===== config.mk =====
export PLATFORM = sky130hd
export DESIGN_NAME = rotary_encoder_button_events
export DESIGN_NICKNAME = d
export VERILOG_FILES = /design/src/rtl/reb_pkg.sv /design/src/rtl/rotary_encoder_button_events.sv
export SDC_FILE = /design/constraint.sdc
export NUM_CORES = 1
export LEC_CHECK = 0
export BUFFER_PORTS_ARGS = -buffer_cell sky130_fd_sc_hd__buf_2
export CORE_MARGIN = 2
export CORE_UTILIZATION = 50
export CTS_CLUSTER_SIZE = 12
export DETAILED_ROUTE_END_ITERATION = 10
export GPL_ROUTABILITY_DRIVEN = 0
export PLACE_DENSITY_LB_ADDON = 0.3
export SLEW_MARGIN = 0
export SYNTH_ARGS = -nofsm -noshare
export SYNTH_HDL_FRONTEND = slang
export SYNTH_SLANG_ARGS = --single-unit

===== constraint.sdc =====
create_clock -name clock -period 9.7 [get_ports clock]
set_input_delay 0 -clock clock [delete_from_list [all_inputs] [get_ports clock]]
set_output_delay 0 -clock clock [all_outputs]
set_load 0.02 [all_outputs]

===== src/rtl/reb_pkg.sv =====
// Package for the rotary encoder button event block: event codes and
// configuration register indexes. No dependencies.
package reb_pkg;

   typedef enum logic [2:0] {
      EV_NONE       = 3'd0,
      EV_CLOCKWISE  = 3'd1,
      EV_COUNTER_CW = 3'd2,
      EV_CLICK      = 3'd3,
      EV_LONG_PRESS = 3'd4
   } event_type;

   localparam int CSR_INDEX_WIDTH = 3;
   localparam int CSR_DATA_WIDTH  = 16;

   typedef enum logic [CSR_INDEX_WIDTH-1:0] {
      CSR_ENCODER_PRESENT = 3'd0,
      CSR_BUTTON_PRESENT  = 3'd1,
      CSR_LONG_PRESS      = 3'd2,
      CSR_CLICK_WINDOW    = 3'd3,
      CSR_DEBOUNCE        = 3'd4
   } csr_index_type;

   localparam logic [9:0]  CLICK_WINDOW_RESET = 10'd280;
   localparam logic [7:0]  DEBOUNCE_RESET     = 8'd5;
   localparam int          TALLY_WIDTH        = 8;
   localparam logic [TALLY_WIDTH-1:0] TALLY_MAX = '1;

endpackage


===== src/rtl/rotary_encoder_button_events.sv =====
// Rotary encoder and push button event detector, one transfer per tick.
// Each input transfer's result is registered in the output register.
// Throughput: one item per cycle unless rsp_stall holds the output; the state update
// and result are one pass of compare/add, and the output refills while being drained.
// Reset (synchronous, active high) restores config defaults, tracking and rsp_valid.
// Depends on reb_pkg.
module rotary_encoder_button_events
   import reb_pkg::*;
#(
   parameter int POSITION_WIDTH = 16,
   parameter int TIME_WIDTH     = 32
) (
   input  logic                       clock,
   input  logic                       reset,
   // configuration write port
   input  logic                       csr_we,
   input  logic [CSR_INDEX_WIDTH-1:0] csr_index,
   input  logic [CSR_DATA_WIDTH-1:0]  csr_wdata,
   // input channel
   input  logic                       req_valid,
   output logic                       req_stall,
   input  logic                       req_clk_level,
   input  logic                       req_dt_level,
   input  logic                       req_sw_level,
   // result channel
   output logic                       rsp_valid,
   input  logic                       rsp_stall,
   output logic [2:0]                 rsp_event_code,
   output logic signed [15:0]         rsp_position_now,
   output logic                       rsp_pressed_now
);

   // ---------------------------------------------------------------
   // Configuration registers
   // ---------------------------------------------------------------
   logic        encoder_present_ff;
   logic        button_present_ff;
   logic [15:0] long_press_ff;
   logic [9:0]  click_window_ff;
   logic [7:0]  debounce_ff;

   always_ff @(posedge clock) begin
      if (reset) begin
         encoder_present_ff <= 1'b1;
         button_present_ff  <= 1'b1;
         long_press_ff      <= '0;
         click_window_ff    <= CLICK_WINDOW_RESET;
         debounce_ff        <= DEBOUNCE_RESET;
      end else if (csr_we) begin
         case (csr_index)
            CSR_ENCODER_PRESENT: encoder_present_ff <= csr_wdata[0];
            CSR_BUTTON_PRESENT:  button_present_ff  <= csr_wdata[0];
            CSR_LONG_PRESS:      long_press_ff      <= csr_wdata;
            CSR_CLICK_WINDOW:    click_window_ff    <= csr_wdata[9:0];
            CSR_DEBOUNCE:        debounce_ff        <= csr_wdata[7:0];
            default: ;
         endcase
      end
   end

   // ---------------------------------------------------------------
   // Tracking state
   // ---------------------------------------------------------------
   logic [TIME_WIDTH-1:0]     tick_ff,        tick_in;
   logic                      prev_clk_ff,    prev_clk_in;
   logic [TIME_WIDTH-1:0]     last_edge_ff,   last_edge_in;
   logic [POSITION_WIDTH-1:0] position_ff,    position_in;
   logic                      btn_prev_ff,    btn_prev_in;
   logic                      press_valid_ff, press_valid_in;
   logic [TIME_WIDTH-1:0]     press_start_ff, press_start_in;
   logic [TALLY_WIDTH-1:0]    tally_ff,       tally_in;
   logic [TIME_WIDTH-1:0]     stamp_ff,       stamp_in;
   logic                      pending_ff,     pending_in;
   logic                      cancel_ff,      cancel_in;

   // output register
   logic                      rsp_valid_ff,   rsp_valid_in;
   event_type                 event_ff,       event_in;
   logic [15:0]               rsp_pos_ff,     rsp_pos_in;
   logic                      pressed_ff,     pressed_in;

   logic                      accept;
   logic [31:0]               position_ext;

   // Take a new item whenever the output register is empty or drains this cycle.
   assign req_stall = rsp_valid_ff & rsp_stall;
   assign accept    = req_valid & ~req_stall;

   // ---------------------------------------------------------------
   // One tick of encoder and button processing
   // ---------------------------------------------------------------
   always_comb begin
      logic                  stepped;
      logic                  step_down;
      logic                  click;
      logic [TIME_WIDTH-1:0] now;
      logic [TIME_WIDTH-1:0] held;
      logic [TIME_WIDTH-1:0] waited;

      now            = tick_ff;
      tick_in        = tick_ff + TIME_WIDTH'(1);
      prev_clk_in    = prev_clk_ff;
      last_edge_in   = last_edge_ff;
      position_in    = position_ff;
      btn_prev_in    = btn_prev_ff;
      press_valid_in = press_valid_ff;
      press_start_in = press_start_ff;
      tally_in       = tally_ff;
      stamp_in       = stamp_ff;
      pending_in     = pending_ff;
      cancel_in      = cancel_ff;
      event_in       = EV_NONE;
      stepped        = 1'b0;
      step_down      = 1'b0;
      click          = 1'b0;
      held           = '0;
      waited         = '0;

      // Encoder: an accepted clock change restarts debounce; a falling clock steps.
      if (req_clk_level != prev_clk_ff) begin
         prev_clk_in = req_clk_level;
         if (encoder_present_ff &&
             (now - last_edge_ff) >= TIME_WIDTH'(debounce_ff)) begin
            last_edge_in = now;
            if (!req_clk_level) begin
               stepped   = 1'b1;
               step_down = req_dt_level;
            end
         end
      end

      if (stepped) begin
         // a single step always differs from the last reported position
         if (step_down) begin
            position_in = position_ff - POSITION_WIDTH'(1);
            event_in    = EV_COUNTER_CW;
         end else begin
            position_in = position_ff + POSITION_WIDTH'(1);
            event_in    = EV_CLOCKWISE;
         end
      end else if (button_present_ff) begin
         if (req_sw_level != btn_prev_ff) begin
            if (!req_sw_level) begin
               press_start_in = now;
               press_valid_in = 1'b1;
            end else begin
               held = now - press_start_ff;
               if (long_press_ff != '0) begin
                  click = press_valid_ff && (held < TIME_WIDTH'(long_press_ff));
               end else begin
                  click = 1'b1;
               end
               if (click) begin
                  if (tally_ff != TALLY_MAX) begin
                     tally_in = tally_ff + TALLY_WIDTH'(1);
                  end
                  stamp_in   = now;
                  pending_in = 1'b1;
               end
               if (cancel_ff) begin
                  tally_in   = '0;
                  stamp_in   = '0;
                  pending_in = 1'b0;
               end
               press_valid_in = 1'b0;
            end
            btn_prev_in = req_sw_level;
         end

         // release ends a cancelled press
         if (req_sw_level && cancel_in) begin
            cancel_in = 1'b0;
         end

         held = now - press_start_in;
         if ((long_press_ff != '0) && press_valid_in &&
             (held >= TIME_WIDTH'(long_press_ff))) begin
            if (pending_in) begin
               cancel_in = 1'b1;
            end else begin
               event_in = EV_LONG_PRESS;
            end
            press_valid_in = 1'b0;
            tally_in       = '0;
            stamp_in       = '0;
            pending_in     = 1'b0;
         end

         // Window expired: report a single click; hold it while a press is down.
         waited = now - stamp_in;
         if (pending_in && (waited >= TIME_WIDTH'(click_window_ff)) && !press_valid_in) begin
            if (tally_in == TALLY_WIDTH'(1)) begin
               event_in = EV_CLICK;
            end
            tally_in   = '0;
            stamp_in   = '0;
            pending_in = 1'b0;
         end
      end
   end

   assign position_ext = 32'(position_in);
   assign rsp_pos_in   = position_ext[15:0];
   assign pressed_in   = button_present_ff & ~req_sw_level;
   assign rsp_valid_in = accept | (rsp_valid_ff & rsp_stall);

   always_ff @(posedge clock) begin
      if (reset) begin
         tick_ff        <= '0;
         prev_clk_ff    <= 1'b1;
         last_edge_ff   <= '0;
         position_ff    <= '0;
         btn_prev_ff    <= 1'b1;
         press_valid_ff <= 1'b0;
         press_start_ff <= '0;
         tally_ff       <= '0;
         stamp_ff       <= '0;
         pending_ff     <= 1'b0;
         cancel_ff      <= 1'b0;
         rsp_valid_ff   <= 1'b0;
      end else begin
         rsp_valid_ff <= rsp_valid_in;
         if (accept) begin
            tick_ff        <= tick_in;
            prev_clk_ff    <= prev_clk_in;
            last_edge_ff   <= last_edge_in;
            position_ff    <= position_in;
            btn_prev_ff    <= btn_prev_in;
            press_valid_ff <= press_valid_in;
            press_start_ff <= press_start_in;
            tally_ff       <= tally_in;
            stamp_ff       <= stamp_in;
            pending_ff     <= pending_in;
            cancel_ff      <= cancel_in;
         end
      end
   end

   // Load the result payload on each input transfer; hold it while stalled.
   always_ff @(posedge clock) begin
      if (accept) begin
         event_ff   <= event_in;
         rsp_pos_ff <= rsp_pos_in;
         pressed_ff <= pressed_in;
      end
   end

   assign rsp_valid        = rsp_valid_ff;
   assign rsp_event_code   = event_ff;
   assign rsp_position_now = rsp_pos_ff;
   assign rsp_pressed_now  = pressed_ff;

endmodule


==> results.json <==
{
  "status": "finished clean",
  "synth_cell_types": 96,
  "grt_pass1_wl_um": 90900,
  "syn_area_per_cell_um2": 7.68,
  "whs_endpoint": "cancel_ff$_SDFFE_PP0P_",
  "maxSlewViolCount": 0,
  "required_ns": 10.09,
  "totalPowerFinal_mw": 3.10,
  "clk_latency_ns": 0.58,
  "hold_path_startpoint": "rsp_stall",
  "cp.arrival_ns": 9.90,
  "synth-seq-cells": 214,
  "reg2reg_to": "rsp_event_code[0]$_DFFE_PP_",
  "setup_viol": 0,
  "synth_area_leaders": "dfxtp_1 21%, ha_1 13%, a21oi_1 5.9%",
  "p_per_area_nw_per_um2": 145,
  "min_path_type": "input port to flip-flop",
  "wirelength_um": 59700,
  "nets": 2730,
  "syn_inst": 2417,
  "synth_top_cell_area_share_pct": 20.9,
  "start_util_pct": 50.7,
  "viasPerCell": 6.33,
  "slowest_delay_ns": 0.63,
  "yosysSeqAreaShare_pct": 24.2,
  "std_cell_rows": 70,
  "clkTransAtPathRegs_ns": 0.06,
  "grt_max_degree": 82,
  "leakage_nw": 9.20,
  "ys_warn_count": 0,
  "h-tree-depth": 1,
  "path_class": "flip-flop to flip-flop",
  "syn_to_final_growth_pct": 15.0,
  "die_h_um": 197,
  "die-area_um2": 38700,
  "num_vias": 19000,
  "synth_edf_count": 20,
  "r2r_cells": 40,
  "grt_pass1_vias": 17100,
  "first_iter_violations": 2030,
  "worst_pin_slew_ns": 1.21,
  "path_max_fanout": 25,
  "r2r-start": "btn_prev_ff$_SDFFE_PP1P_",
  "fp.dieW_um": 197,
  "whs_path_depth": 5,
  "drc": 0,
  "fillers": 3251,
  "max_slew_margin_pct": 18.7,
  "critPathCaptureType": "flip-flop",
  "seqCellArea_um2": 4490,
  "min_period_ns": 9.51,
  "track_usage_pct": 29.1,
  "root_buffer": "clkbuf_16",
  "detailed_place_hpwl_um": 43200,
  "numCtsBuffers": 27,
  "cp-start-kind": "flip-flop",
  "fin_area_um2": 21300,
  "rsz0062_at_grt": "yes",
  "async_flop_share_pct": 0,
  "tritoncts": "done",
  "dp_cells": 2879,
  "fin_skew_ns": 0.0383,
  "port-buffer-count": 48,
  "ant_nets": 0,
  "first_pass_iters": 6,
  "drv_cap": 0,
  "cpMostUsedCell": "buf_4",
  "syn-num-nets": 2640,
  "multiInputGateArea_um2": 13500,
  "ios": 49,
  "layout-drive-gt1-share_pct": 12.5,
  "grt_overflow": 0,
  "cts_sinks": 214,
  "post_drt_wl_per_cell_um": 19.9,
  "synth_area_um2": 18600,
  "fmax_mhz": 105,
  "place_area_um2": 19300,
  "finalCritPeriodShare_pct": 98.0,
  "worst-r2r-setup-slack_ns": 0.19,
  "antenna_found_initial": 0,
  "synth_ff_type": "dfxtp_1",
  "n_antenna_cell": 0,
  "yosysTopAreaCell": "dfxtp_1",
  "clockBufferDepth": 3,
  "crit_path_top_delay_cell": "o41ai_1",
  "hold_viol_final": 0,
  "core_um2": 36600,
  "ir_worst_vdd_mv": 0.137,
  "final_cell_count_no_fill": 2994
}
[routing by layer]
layer | track usage [%] | vias to the layer above | part of all wire (%)
met3 | 3.88 | 193 | 9.3
met1 | 40.3 | 8865 | 42
met2 | 45.2 | 948 | 43
met4 | 13.3 | 0 | 5.4
met5 | 0 | - | 0
li1 | - | 8954 | -
[cell usage after synthesis (12+ instances only)]
cell	number
a211oi_1	47
a21o_1	48
a21oi_1	217
a22oi_1	36
a31oi_1	15
and2_1	12
and3_1	31
buf_2	26
clkbuf_1	61
dfxtp_1	194
edfxtp_1	20
ha_1	191
inv_1	161
mux2_2	16
mux2i_1	43
nand2_1	230
nand2b_1	26
nand3_1	61
nand4_1	47
nor2_1	274
nor2b_1	23
nor3_1	52
nor4_1	17
o2111ai_1	13
o211ai_1	24
o21a_1	22
o21ai_0	97
o21ai_1	43
o21bai_1	13
o31ai_1	12
xnor2_1	59
xor2_1	55
[logic make-up after synthesis]
logic type | after synthesis | synth area share, %
and+or+nand+nor | 860 | 22.5
AOI/OAI and AO/OA | 705 | 25.0
muxes | 60 | 3.35
buffers and inverters | 268 | 6.14
adders and majority gates | 196 | 13.4
DFF | 214 | 24.2
xor gates and xnor gates | 114 | 5.38
[worst max path at each step]
stage / from / endpoint
detailed placement: btn_prev_ff$_SDFFE_PP1P_ / stamp_ff[17]$_SDFFE_PP0P_
floorplan: btn_prev_ff$_SDFFE_PP1P_ / rsp_event_code[0]$_DFFE_PP_
finish: btn_prev_ff$_SDFFE_PP1P_ / rsp_event_code[0]$_DFFE_PP_
global placement: btn_prev_ff$_SDFFE_PP1P_ / stamp_ff[18]$_SDFFE_PP0P_
CTS: btn_prev_ff$_SDFFE_PP1P_ / stamp_ff[17]$_SDFFE_PP0P_
global route: btn_prev_ff$_SDFFE_PP1P_ / stamp_ff[12]$_SDFFE_PP0P_
[where the power goes]
group	leakage (nW)	switching [mW]	internal (mW)
Clock	0.423	0.416	0.588
Combinational	7.00	0.672	0.452
Sequential	1.77	0.0275	0.942
Total	9.20	1.12	1.98
[worst max-delay path: cells and delay by family, from the launching register on]
family                     cells  cell delay, ns
and+or+nand+nor               16            3.16
buffers and inverters          5            0.97
xor gates and xnor gates       1            0.13
DFF                            1            0.33
adders and majority gates      3            0.88
AOI/OAI and AO/OA             15            3.82
[cell usage in the layout (no fill, tap or decap), types with 11 or more instances in the layout]
cell	synthesis	layout
a211oi_1	47	44
a21o_1	48	48
a21oi_1	217	195
a21oi_2	2	19
a22oi_1	36	36
a31oi_1	15	15
and2_1	12	12
and3_1	31	31
buf_2	26	47
buf_4	7	70
clkbuf_16	0	29
dfxtp_1	194	193
dlygate4sd3_1	0	39
edfxtp_1	20	20
ha_1	191	178
inv_1	161	160
mux2_2	16	16
mux2i_1	43	43
nand2_1	230	229
nand2b_1	26	26
nand3_1	61	60
nand4_1	47	47
nor2_1	274	267
nor2b_1	23	21
nor3_1	52	52
nor4_1	17	17
o2111ai_1	13	13
o211ai_1	24	24
o21a_1	22	21
o21ai_0	97	90
o21ai_1	43	32
o21ai_2	0	18
o21bai_1	13	13
o31ai_1	12	11
or3_1	11	11
xnor2_1	59	59
xor2_1	55	55
[stage by stage]
stage | setup WS, ns | TNS [ns] | hold slack, ns | util (%)
after global routing | -0.341 | -12.11 | 0.228 | 58.3
after floorplan | 0.454 | 0 | 0.124 | -
after CTS | 0.0148 | 0 | 0.165 | 56.4
after global placement | 0.0164 | 0 | 0.243 | 52.6
after detailed placement | -0.314 | -8.72 | 0.256 | 52.6
final | 0.191 | 0 | 0.195 | 58.3
[what timing repair did]
action | in CTS | in global routing
buffers inserted | 2 | 20
gates cloned | 2 | 4
hold buffers | 39 | 0
endpoints found under the hold margin | 46 | 0
pin swaps | 4 | 51
gates resized for setup | 12 | 101
endpoints found under the setup margin | 34 | 43
[cell type report]
cell class              instances  area share [%]
multi-input cells            1938            63.1
flip-flops and latches        214            21.0
repair buffers                165            6.08
clock buffers                  38            3.64
inverters                     161            2.83
well taps                     468            2.74
clock inverters                10           0.540
[registers in the layout, indices dropped and copies added, names as in the netlist]
register            cells
rsp_pressed_now         1
last_edge_ff           32
cancel_ff               1
rsp_valid               1
button_present_ff       1
stamp_ff               32
press_start_ff         32
position_ff            16
tick_ff                32
btn_prev_ff             1
tally_ff                8
debounce_ff             8
pending_ff              1
click_window_ff        10
prev_clk_ff             1
rsp_position_now       16
rsp_event_code          3
press_valid_ff          1
long_press_ff          16
encoder_present_ff      1
Note: power is estimated with default switching activity, not from simulation.
